$ cat src/nqbe_pkg.sv
package nqbe_pkg;

   // board size register
   localparam int BOARD_W = 4;
   localparam logic [BOARD_W-1:0] BOARD_RESET = 4'd8;

   // packed result: one nibble per row
   localparam int FIELD_W = 4;
   localparam int COLS_W = 32;
   localparam int OUT_ROWS = COLS_W / FIELD_W;

   // controller to datapath
   typedef struct packed {
      logic clear;   // drop search state, start from the first placement
      logic step;    // run one search step
      logic empty;   // answer with no placement
   } cmd_type;

   // datapath to controller
   typedef struct packed {
      logic found;      // this step completes a placement
      logic exhausted;  // this step ends the search
      logic done;       // search already exhausted
   } sts_type;

endpackage

$ cat src/nqbe_req_if.sv
interface nqbe_req_if;
   logic valid;
   logic ready;
   logic restart;

   modport source (output valid, output restart, input ready);
   modport sink (input valid, input restart, output ready);
endinterface

$ cat src/nqbe_rsp_if.sv
interface nqbe_rsp_if import nqbe_pkg::*; ();
   logic              valid;
   logic              ready;
   logic              found;
   logic [COLS_W-1:0] queen_columns;

   modport source (output valid, output found, output queen_columns, input ready);
   modport sink (input valid, input found, input queen_columns, output ready);
endinterface

$ cat src/nqbe_ctrl.sv
module nqbe_ctrl import nqbe_pkg::*; (
   input  logic    clock,
   input  logic    reset,
   input  logic    req_valid,
   input  logic    req_restart,
   output logic    req_ready,
   output logic    rsp_valid,
   input  logic    rsp_ready,
   output cmd_type cmd,
   input  sts_type sts
);

   typedef enum logic [2:0] {
      ST_IDLE   = 3'b001,
      ST_SEARCH = 3'b010,
      ST_RESP   = 3'b100
   } state_type;

   state_type state_ff;
   state_type state_in;

   always_comb begin
      state_in = state_ff;
      cmd      = '0;
      case (state_ff)
         ST_IDLE: begin
            if (req_valid) begin
               cmd.clear = req_restart;
               if (!req_restart && sts.done) begin
                  cmd.empty = 1'b1;
                  state_in  = ST_RESP;
               end else begin
                  state_in = ST_SEARCH;
               end
            end
         end
         ST_SEARCH: begin
            cmd.step = 1'b1;
            if (sts.found || sts.exhausted) begin
               state_in = ST_RESP;
            end
         end
         ST_RESP: begin
            if (rsp_ready) begin
               state_in = ST_IDLE;
            end
         end
         default: begin
            state_in = ST_IDLE;
         end
      endcase
   end

   always_ff @(posedge clock) begin
      if (reset) begin
         state_ff <= ST_IDLE;
      end else begin
         state_ff <= state_in;
      end
   end

   assign req_ready = (state_ff == ST_IDLE);
   assign rsp_valid = (state_ff == ST_RESP);

`ifndef NO_ASSERTIONS
   // a search never starts without an accepted word
   a_search_after_accept: assert property (@(posedge clock) disable iff (reset)
      (state_ff == ST_SEARCH) && !$past(state_ff == ST_SEARCH) |->
         $past(req_valid && req_ready))
      else $error("search entered without a request");

   // a response follows a finished step or an empty answer only
   a_resp_cause: assert property (@(posedge clock) disable iff (reset)
      (state_ff == ST_IDLE) ##1 (state_ff == ST_RESP) |->
         $past(cmd.empty))
      else $error("response from idle without empty command");

   a_step_only_searching: assert property (@(posedge clock) disable iff (reset)
      cmd.step |-> !cmd.clear && !cmd.empty)
      else $error("step issued together with another command");
`endif

endmodule

$ cat src/nqbe_dpath.sv
module nqbe_dpath import nqbe_pkg::*; #(
   parameter int MAX_N = 8
) (
   input  logic               clock,
   input  logic               reset,
   input  logic               csr_we,
   input  logic [BOARD_W-1:0] csr_wdata,
   input  cmd_type            cmd,
   output sts_type            sts,
   output logic               rsp_found,
   output logic [COLS_W-1:0]  rsp_queen_columns
);

   localparam int CW = $clog2(MAX_N + 1);
   localparam int AW = (MAX_N > 1) ? $clog2(MAX_N) : 1;
   localparam int DL = 2 * MAX_N - 1;
   localparam int PR = (MAX_N < OUT_ROWS) ? MAX_N : OUT_ROWS;

   logic [BOARD_W-1:0] board_ff, board_in;
   logic [CW-1:0]      row_ff, row_in;
   logic [CW-1:0]      col_ff, col_in;
   logic [MAX_N-1:0]   col_taken_ff, col_taken_in;
   logic [DL-1:0]      diag_ff, diag_in;
   logic [DL-1:0]      anti_ff, anti_in;
   logic               done_ff, done_in;
   logic               found_ff, found_in;
   logic [CW-1:0]      rows_ff [MAX_N];

   logic [CW-1:0]      n_eff;
   logic               place_go;
   logic [CW-1:0]      prow;
   logic [CW-1:0]      pcol;
   logic [CW-1:0]      fr, fc;
   logic [CW:0]        di, ai;
   logic [MAX_N-1:0]   cmask;
   logic [DL-1:0]      dmask, amask;
   logic               hit;
   logic               last_row;
   logic               row_write;
   logic [COLS_W-1:0]  cols;
   logic [CW+FIELD_W-1:0] ext;

   // board size saturates to the largest supported board
   assign n_eff = (int'(board_ff) > MAX_N) ? CW'(MAX_N) : CW'(board_ff);

   assign place_go = (row_ff < n_eff) && (col_ff < n_eff);
   assign prow     = row_ff - CW'(1);
   assign pcol     = rows_ff[prow[AW-1:0]];

   // one occupancy unit: tests and places at the candidate, or lifts the previous queen
   assign fr = place_go ? row_ff : prow;
   assign fc = place_go ? col_ff : pcol;
   assign di = {1'b0, fr} + {1'b0, n_eff} - (CW+1)'(1) - {1'b0, fc};
   assign ai = {1'b0, fr} + {1'b0, fc};

   assign cmask = MAX_N'(1) << fc;
   assign dmask = DL'(1) << di;
   assign amask = DL'(1) << ai;

   assign hit = (|(col_taken_ff & cmask)) | (|(diag_ff & dmask)) | (|(anti_ff & amask));
   assign last_row = ({1'b0, row_ff} + (CW+1)'(1)) == {1'b0, n_eff};

   assign sts = '{
      found:     place_go && !hit && last_row,
      exhausted: !place_go && ((row_ff == '0) || (row_ff > n_eff)),
      done:      done_ff
   };

   assign row_write = cmd.step && place_go && !hit;

   always_comb begin
      board_in     = board_ff;
      row_in       = row_ff;
      col_in       = col_ff;
      col_taken_in = col_taken_ff;
      diag_in      = diag_ff;
      anti_in      = anti_ff;
      done_in      = done_ff;
      found_in     = found_ff;
      if (csr_we || cmd.clear) begin
         if (csr_we) begin
            board_in = csr_wdata;
         end
         row_in       = '0;
         col_in       = '0;
         col_taken_in = '0;
         diag_in      = '0;
         anti_in      = '0;
         done_in      = 1'b0;
      end else if (cmd.step) begin
         if (place_go) begin
            if (hit) begin
               col_in = col_ff + CW'(1);
            end else begin
               col_taken_in = col_taken_ff ^ cmask;
               diag_in      = diag_ff ^ dmask;
               anti_in      = anti_ff ^ amask;
               row_in       = row_ff + CW'(1);
               col_in       = '0;
               found_in     = last_row;
            end
         end else if (sts.exhausted) begin
            done_in  = 1'b1;
            found_in = 1'b0;
         end else begin
            // backtrack: lift the queen above and resume past its column
            col_taken_in = col_taken_ff ^ cmask;
            diag_in      = diag_ff ^ dmask;
            anti_in      = anti_ff ^ amask;
            row_in       = prow;
            col_in       = pcol + CW'(1);
         end
      end
      if (cmd.empty) begin
         found_in = 1'b0;
      end
   end

   always_ff @(posedge clock) begin
      if (reset) begin
         board_ff     <= BOARD_RESET;
         row_ff       <= '0;
         col_ff       <= '0;
         col_taken_ff <= '0;
         diag_ff      <= '0;
         anti_ff      <= '0;
         done_ff      <= 1'b0;
         found_ff     <= 1'b0;
      end else begin
         board_ff     <= board_in;
         row_ff       <= row_in;
         col_ff       <= col_in;
         col_taken_ff <= col_taken_in;
         diag_ff      <= diag_in;
         anti_ff      <= anti_in;
         done_ff      <= done_in;
         found_ff     <= found_in;
      end
   end

   // placed column per row
   always_ff @(posedge clock) begin
      if (row_write) begin
         rows_ff[row_ff[AW-1:0]] <= col_ff;
      end
   end

   always_comb begin
      cols = '0;
      ext  = '0;
      for (int r = 0; r < PR; r++) begin
         ext = {{FIELD_W{1'b0}}, rows_ff[r]};
         if (r < int'(n_eff)) begin
            cols[FIELD_W*r +: FIELD_W] = ext[FIELD_W-1:0];
         end
      end
   end

   assign rsp_found         = found_ff;
   assign rsp_queen_columns = found_ff ? cols : '0;

`ifndef NO_ASSERTIONS
   a_row_in_range: assert property (@(posedge clock) disable iff (reset)
      row_ff <= n_eff)
      else $error("row count beyond board size");

   a_col_count: assert property (@(posedge clock) disable iff (reset)
      $countones(col_taken_ff) == int'(row_ff))
      else $error("column occupancy out of step with placed rows");

   a_diag_count: assert property (@(posedge clock) disable iff (reset)
      ($countones(diag_ff) == int'(row_ff)) && ($countones(anti_ff) == int'(row_ff)))
      else $error("diagonal occupancy out of step with placed rows");

   a_found_full: assert property (@(posedge clock) disable iff (reset)
      cmd.step && sts.found && !csr_we |=> found_ff && (row_ff == n_eff))
      else $error("solution reported on a partial board");
`endif

endmodule

$ cat src/n_queens_backtrack_enumerator_unit.sv
// channel   dir  handshake            word
// req_ch    in   valid/ready          restart
// rsp_ch    out  valid/ready          found, queen_columns[31:0]
// csr       in   csr_we (no ready)    csr_wdata[3:0] = board_size
//
// one request at a time: accepted in idle, then one search step per cycle
// (one column test, one placement or one backtrack), then the response word;
// a request without restart after exhaustion skips the search and answers empty
// the single occupancy unit (column, diagonal, anti-diagonal masks) sets the step rate
// reset: board_size = 8, search cleared; a csr write also clears the search
// rsp held while rsp_ch.ready is low; req_ch.ready stays low until it is taken
module n_queens_backtrack_enumerator_unit import nqbe_pkg::*; #(
   parameter int MAX_N = 8
) (
   input logic               clock,
   input logic               reset,
   nqbe_req_if.sink          req_ch,
   nqbe_rsp_if.source        rsp_ch,
   input logic               csr_we,
   input logic [BOARD_W-1:0] csr_wdata
);

   cmd_type cmd;   // controller commands
   sts_type sts;   // datapath status

   // sequencing: idle, search, respond
   nqbe_ctrl u_ctrl (
      .clock       (clock),
      .reset       (reset),
      .req_valid   (req_ch.valid),
      .req_restart (req_ch.restart),
      .req_ready   (req_ch.ready),
      .rsp_valid   (rsp_ch.valid),
      .rsp_ready   (rsp_ch.ready),
      .cmd         (cmd),
      .sts         (sts)
   );

   // search state, occupancy masks, placed columns and result
   nqbe_dpath #(
      .MAX_N (MAX_N)
   ) u_dpath (
      .clock             (clock),
      .reset             (reset),
      .csr_we            (csr_we),
      .csr_wdata         (csr_wdata),
      .cmd               (cmd),
      .sts               (sts),
      .rsp_found         (rsp_ch.found),
      .rsp_queen_columns (rsp_ch.queen_columns)
   );

endmodule

$ cat src/flat_wrapper.sv
// flat-port wrapper written by rule: the top's interface ports become plain ports
module n_queens_backtrack_enumerator_unit_flat import nqbe_pkg::*;
#(
   parameter int MAX_N = 8
)
  (clock, reset, csr_we, csr_wdata, req_ch_valid, req_ch_restart, req_ch_ready, rsp_ch_valid, rsp_ch_found, rsp_ch_queen_columns, rsp_ch_ready);
  nqbe_req_if req_ch_i ();
  nqbe_rsp_if rsp_ch_i ();
  input logic clock;
  input logic reset;
  input logic csr_we;
  input logic [BOARD_W-1:0] csr_wdata;
  input wire logic [$bits(req_ch_i.valid)-1:0] req_ch_valid;
  input wire logic [$bits(req_ch_i.restart)-1:0] req_ch_restart;
  output wire logic [$bits(req_ch_i.ready)-1:0] req_ch_ready;
  output wire logic [$bits(rsp_ch_i.valid)-1:0] rsp_ch_valid;
  output wire logic [$bits(rsp_ch_i.found)-1:0] rsp_ch_found;
  output wire logic [$bits(rsp_ch_i.queen_columns)-1:0] rsp_ch_queen_columns;
  input wire logic [$bits(rsp_ch_i.ready)-1:0] rsp_ch_ready;
  assign req_ch_i.valid = req_ch_valid;
  assign req_ch_i.restart = req_ch_restart;
  assign req_ch_ready = req_ch_i.ready;
  assign rsp_ch_valid = rsp_ch_i.valid;
  assign rsp_ch_found = rsp_ch_i.found;
  assign rsp_ch_queen_columns = rsp_ch_i.queen_columns;
  assign rsp_ch_i.ready = rsp_ch_ready;
  n_queens_backtrack_enumerator_unit #(.MAX_N(MAX_N)) u_core (.clock(clock), .reset(reset), .req_ch(req_ch_i), .rsp_ch(rsp_ch_i), .csr_we(csr_we), .csr_wdata(csr_wdata));
endmodule
$ cat config.mk
export PLATFORM = sky130hd
export DESIGN_NAME = n_queens_backtrack_enumerator_unit_flat
export DESIGN_NICKNAME = d
export VERILOG_FILES = /design/src/nqbe_pkg.sv /design/src/nqbe_req_if.sv /design/src/nqbe_rsp_if.sv /design/src/nqbe_ctrl.sv /design/src/nqbe_dpath.sv /design/src/n_queens_backtrack_enumerator_unit.sv /design/src/flat_wrapper.sv
export SDC_FILE = /design/constraint.sdc
export NUM_CORES = 1
export LEC_CHECK = 0
export ABC_CLOCK_PERIOD_IN_PS = 18800
export BUFFER_PORTS_ARGS = -buffer_cell sky130_fd_sc_hd__buf_2
export CORE_MARGIN = 2
export CORE_UTILIZATION = 50
export CTS_CLUSTER_DIAMETER = 100
export DETAILED_ROUTE_END_ITERATION = 7
export PLACE_DENSITY = 0.72
export SLEW_MARGIN = 30
export SYNTH_ARGS = -nofsm -noshare
export SYNTH_HDL_FRONTEND = slang
export SYNTH_HIERARCHICAL = 1
export SYNTH_SLANG_ARGS = --single-unit
$ cat constraint.sdc
create_clock -name clock -period 18.8 [get_ports clock]
set_clock_uncertainty 0.05 [all_clocks]
set_input_delay 2.82 -clock clock [delete_from_list [all_inputs] [get_ports clock]]
set_output_delay 2.82 -clock clock [all_outputs]
set_load 0.05 [all_outputs]
Yosys cells after proc, flatten, opt, wreduce, memory -nomap -nowiden
Memories as Yosys holds them, arrays and structs flattened.
Index checks and enable logic that the tools add are counted.
- flip-flop bits (word level): 55
- bits in writable memories: 32
- output and inout bits: 35
- word-level logic and storage cells: 122
- memories kept: 1
- add/subtract/negate cells: 9
- magnitude comparators: 12
- equal/unequal tests: 9
- shifts and indexed selects: 3
- muxes and demuxes: 43
- bitwise logic cells: 10
- reductions and logical operators: 26
- memory list (name ; words ; width ; read ports ; clocked after Yosys merged registers in ; wr ports ; line ; text):
    u_core.u_dpath.rows_ff ; 8 ; 4 ; 9 ; 0 ; 1 ; nqbe_dpath.sv:27 ; logic [CW-1:0] rows_ff [MAX_N];
- operators with widths (cell ; number):
    2-to-1 mux 15 bit ; 6
    2-to-1 mux 4 bit ; 17
    2-to-1 mux 32 bit ; 1
    AND 15 bit ; 2
    OR reduction 15 bit ; 2
    left shift 1 x 5 -> 15 bit (first input constant) ; 2
    bitwise XOR 15 bit ; 2
    2-to-1 mux 8 bit ; 3
    less-than comparator 3 x 4 -> 1 bit (first input constant) ; 4
    adder 4 x 1 -> 4 bit (second input constant) ; 3
    2-to-1 mux 3 bit ; 4
    2-to-1 mux 1 bit ; 11
    adder 4 x 4 -> 5 bit ; 2
    one-hot mux 3 bit (3 select lines) ; 1
    AND reduction 3 bit ; 3
    AND 8 bit ; 1
    less-than comparator 1 x 4 -> 1 bit (first input constant) ; 2
    less-than comparator 2 x 4 -> 1 bit (first input constant) ; 2
    less-than comparator 4 bit ; 2
    inequality test 2 bit (second input constant) ; 4
    OR reduction 8 bit ; 1
    left shift 1 x 4 -> 8 bit (first input constant) ; 1
    bitwise XOR 8 bit ; 1
    logical AND 1 bit ; 7
    20 further kinds ; 28

Logic depth before layout (Yosys ltp)
- depth after elaboration: 19
- depth in mapped cells: 31
- mapped depth without buffers: 27

Cells and area by module
The synthesis kept the hierarchy.
- by module, submodules not included (module ; instances ; cells an instance ; area each (um^2) ; seq. area each (um^2)):
    nqbe_dpath ; 1 ; 595 ; 5435.2 ; 2001.9
    nqbe_ctrl ; 1 ; 24 ; 203.9 ; 60.1

Worst setup path after synthesis
No wires, ideal clock.
- path kind: register to register
- start: register u_core.u_dpath.row_ff[0]
- end: memory u_core/u_dpath/rows_ff[0][0] (netlist name) (enable)
- library setup time: 0.361 ns
- arrival time: 5.595 ns
- path slack: 12.793 ns
- stages on the path, launching flop included: 26
- buffers on the path: 4
- clock period less this slack: 6.007 ns
- cell sequence: dfxtp_1 > buf_4 > inv_1 > ha_1 > buf_2 > buf_1 > mux4_2 > mux2_2 > mux2_2 > fa_1 > inv_1 > ha_1 > inv_1 > fa_1 > xor2_1 > nor2_1 > nand2_1 > nor2_1 > ha_1 > nor4_1 > nand4_1 > nor3_1 > clkbuf_1 > and2_1 > nand3b_1 > nor3_1
- word-level cells in the longest chain between the ends: 15
- elaborated cells between the ends (all ways): 26
- RTL lines (element ; line ; text):
    start: declaration ; nqbe_dpath.sv:20 ; logic [CW-1:0] row_ff, row_in;
    start signal: assignment ; nqbe_dpath.sv:131 ; row_ff <= row_in;
    less-than comparator 4 bit ; nqbe_dpath.sv:46 ; assign place_go = (row_ff < n_eff) && (col_ff < n_eff);
    logical AND 1 bit ; nqbe_dpath.sv:46 ;
    2-to-1 mux 4 bit ; nqbe_dpath.sv:51 ; assign fr = place_go ? row_ff : prow;
    adder 4 x 4 -> 5 bit ; nqbe_dpath.sv:53 ; assign di = {1'b0, fr} + {1'b0, n_eff} - (CW+1)'(1) - {1'b0, fc};
    subtractor 5 x 1 -> 5 bit ; nqbe_dpath.sv:53 ;
    subtractor 5 x 4 -> 5 bit ; nqbe_dpath.sv:53 ;
    left shift 1 x 5 -> 15 bit ; nqbe_dpath.sv:57 ; assign dmask = DL'(1) << di;
    AND 15 bit ; nqbe_dpath.sv:60 ; assign hit = (|(col_taken_ff & cmask)) | (|(diag_ff & dmask)) | (|(anti_ff & amask));
    OR reduction 15 bit ; nqbe_dpath.sv:60 ;
    bitwise OR 1 bit (2 in a row) ; nqbe_dpath.sv:60 ;
    logical NOT 1 bit ; nqbe_dpath.sv:69 ; assign row_write = cmd.step && place_go && !hit;
    logical AND 1 bit ; nqbe_dpath.sv:69 ;
    2-to-1 mux 1 bit ; nqbe_dpath.sv:143 ; if (row_write) begin
    2-to-1 mux 1 bit (implied by the code) ; nqbe_dpath.sv:144 ; rows_ff[row_ff[AW-1:0]] <= col_ff;
    end: declaration ; nqbe_dpath.sv:27 ;
Parallel ways exist; a longest one is shown, timed or not.

Worst setup path in the final report
- start: register u_core.u_dpath.row_ff[0]
- end: memory u_core/u_dpath/rows_ff[0][1] (netlist name) (enable)
The elaborated chain is that of the path after synthesis.

==> run summary <==
status: complete, no violations
R2R cell count: 23
area grow syn2layout: 10.2%
unique cell type count in the Yosys netlist: 60
detailed placer's ending HPWL: 9610 um
pre-CTS setup slack: 11.70 ns
share of cells above drive strength 1: 14.4%
Worst Max-Slew Pin Slew: 0.905 ns
violation count after the first detailed-route iteration: 362
CTS tree: built
Num CTS Buffers: 9
total power: 463 uW
largest cells by area after synthesis: dfxtp_1 20%, edfxtp_1 17%, ha_1 13%
first-pass GRT wire length: 21500 um
register area share after synthesis: 36.6%
post-synthesis cell count: 619
GR Util All Layers: 23.2%
GR Overflow Total: 0
layout net count: 716
Worst EP arrival: 7.07 ns
RR Startpoint: u_core/u_dpath/row_ff[0]
largest net degree at the start of global routing: 52
fmax: 140 MHz
CTS Root Buffer Type: clkbuf_16
ant diodes: 0
Avg WL per Cell: 17.1 um
hold slack: 0.428 ns
worst skew pair latency: 0.35 ns
Crit. End Element: register
Pins Over Slew Limit: 0
clock tree buffer depth: 2
Synthesis Warnings: 6
setup ws final: 11.67 ns
pwr dens: 74.6 nW/um2
Peak VDD IR: 0.0000498 V
CTS H-tree depth: 3
register bit total from synthesis: 87
max-cap check violation count: 0
final wirelength: 13400 um
Final Critical Period: 7.13 ns
Primary FF master, synth: dfxtp_1
cts-stage hold buffer count: 0
Setup-failing EPs final: 0
die span in x: 110 um
via count: 4673
Hold Vio Cnt, Final: 0
Synth area leader: dfxtp_1
most common cell in the netlist: ha_1
DIE HEIGHT: 110 um
Die Area: 12100 um2
Post-synth EDFFs: 32
synth cell count leaders: 59 x ha_1, 57 x nor2_1, 55 x a21oi_1, 55 x dfxtp_1, 46 x o21ai_0
Starting Density: 51.6%
postcts setup bufs: 0
worst endpoint required time: 18.73 ns
# rows: 38
CTS sink cnt: 87
post-route ant nets: 0
Via density: 5.95
# IOs: 45
Hold Crit Start: u_core/u_dpath/diag_ff[10]
period utilization: 37.9%
r2r setup slk: 11.67 ns
Async S/R FF share, synth: 0%
sum of negative setup slack: 0 ns
CORE AREA: 10900 um2
unrepaired setup endpoints after global routing: no
hold depth: 2
Critical Path Fanout Max: 24
Netlist Area Pre-Place: 5640 um2
drt pass-1 iters: 5
Syn Area/Cell: 9.11 um2
HP Class: reg -> reg
Resized Gates After CTS: 0
Yosys top cell area share: 19.5%
initial antenna violation count: 0
Rel. slew slack: 39.6%
Static Leak: 2.64 nW
Worst-path clk slew: 0.06 ns
CP Launch Type: register
FF-to-FF End: u_core/u_dpath/rows_ff[0][1]
number of port buffers: 44
vias in the first global route: 4345
Endpoint, Worst Hold: u_core/u_dpath/diag_ff[10]
Mapped Nets: 694
Final Util: 56.8%
remaining design rule violation count: 0
crit path kind: reg -> reg
placer congestion estimate: 0.893
## area by class of cell
class	count	area, um2
clock buffer	9	225
clock inverter	7	63.8
fill	975	4720
inverter	26	100
multi-input combinational	468	3330
sequential	87	2060
tap	140	175
timing repair buffer	49	258
## placed cells by master (no fill, tap or decap), drive strengths merged, types with 10 or more instances in the layout
master,n
a21oi,55
and2,22
and3,14
buf,49
dfxtp,55
edfxtp,32
ha,59
inv,26
mux2,13
mux2i,11
nand2,22
nand3,45
nor2,57
nor3,22
nor4,10
o21ai,47
## state kept, by name (all words and copies together) (netlist names)
register                     flops
u_core/u_dpath/rsp_found         1
u_core/u_dpath/anti_ff          15
u_core/u_ctrl/state_ff           3
u_core/u_dpath/done_ff           1
u_core/u_dpath/rows_ff          32
u_core/u_dpath/row_ff            4
u_core/u_dpath/col_ff            4
u_core/u_dpath/diag_ff          15
u_core/u_dpath/col_taken_ff      8
u_core/u_dpath/board_ff          4
## critical path: stages, from the launching register on
cell      delay [ns]
dfxtp_1         0.65
inv_1           0.31
ha_1            0.27
nand2b_1        0.13
a21oi_1         0.23
or3_1           0.76
inv_4           0.21
a21boi_0        0.54
fa_1            0.52
ha_1            0.22
a21o_1          0.15
a21oi_1         0.17
xnor2_1         0.18
nor2_1          0.10
nand2_1         0.15
nor2_1          0.09
ha_1            0.18
nor4_1          0.41
nand4_1         0.13
nor3_1          0.17
buf_4           0.22
and2_1          0.25
nand3b_1        0.17
nor3_1          0.51
## cells by family (layout without fill, tap and decap cells)
| kind of cell | after synthesis | after routing | share of synthesized area, % |
|---|---|---|---|
| AO/OA/AOI/OAI | 132 | 132 | 13.4 |
| XOR/XNOR | 13 | 13 | 2.02 |
| adder cells (fa/ha/maj) | 65 | 65 | 15.2 |
| buffers and inverters | 64 | 91 | 4.73 |
| flip-flops | 87 | 87 | 36.6 |
| multiplexers | 30 | 30 | 7.01 |
| AND/OR/NAND/NOR | 228 | 228 | 21.1 |
## layer usage
layer	vias to the layer above	track usage [%]	wire, um
met5	-	0	0
met4	0	6.96	214
met3	16	5.53	838
met2	155	36.2	6150
met1	2222	31.8	6230
li1	2280	-	-
## how the worst max path moves through the flow
stage | startpoint | end | slack, ns | cells past startpoint
2_1_floorplan | u_core/u_dpath/row_ff[0] | u_core/u_dpath/rows_ff[0][0] | 12.79 | 25
3_3_place_gp | u_core/u_dpath/row_ff[0] | u_core/u_dpath/rows_ff[0][0] | 11.92 | 23
3_5_place_dp | u_core/u_dpath/row_ff[0] | u_core/u_dpath/rows_ff[0][0] | 11.70 | 23
4_1_cts | u_core/u_dpath/row_ff[0] | u_core/u_dpath/rows_ff[0][0] | 11.67 | 23
5_1_grt | u_core/u_dpath/row_ff[0] | u_core/u_dpath/rows_ff[4][2] | 11.01 | 23
6_report | u_core/u_dpath/row_ff[0] | u_core/u_dpath/rows_ff[0][1] | 11.67 | 23
## report_power, final
group          internal (mW)  switching [mW]  total, mW
Combinational         0.0304          0.0607     0.0912
Sequential             0.195         0.00263      0.198
Clock                  0.101          0.0731      0.175
Total                  0.327           0.137      0.463
## metrics by stage
step / std cells / area, um2
after detailed placement: 770 / 5920
after floorplan: 619 / 5640
after global placement: 770 / 5920
after global routing: 786 / 6210
final: 786 / 6210
after CTS: 786 / 6210
Power figures use the tool's default switching activity.
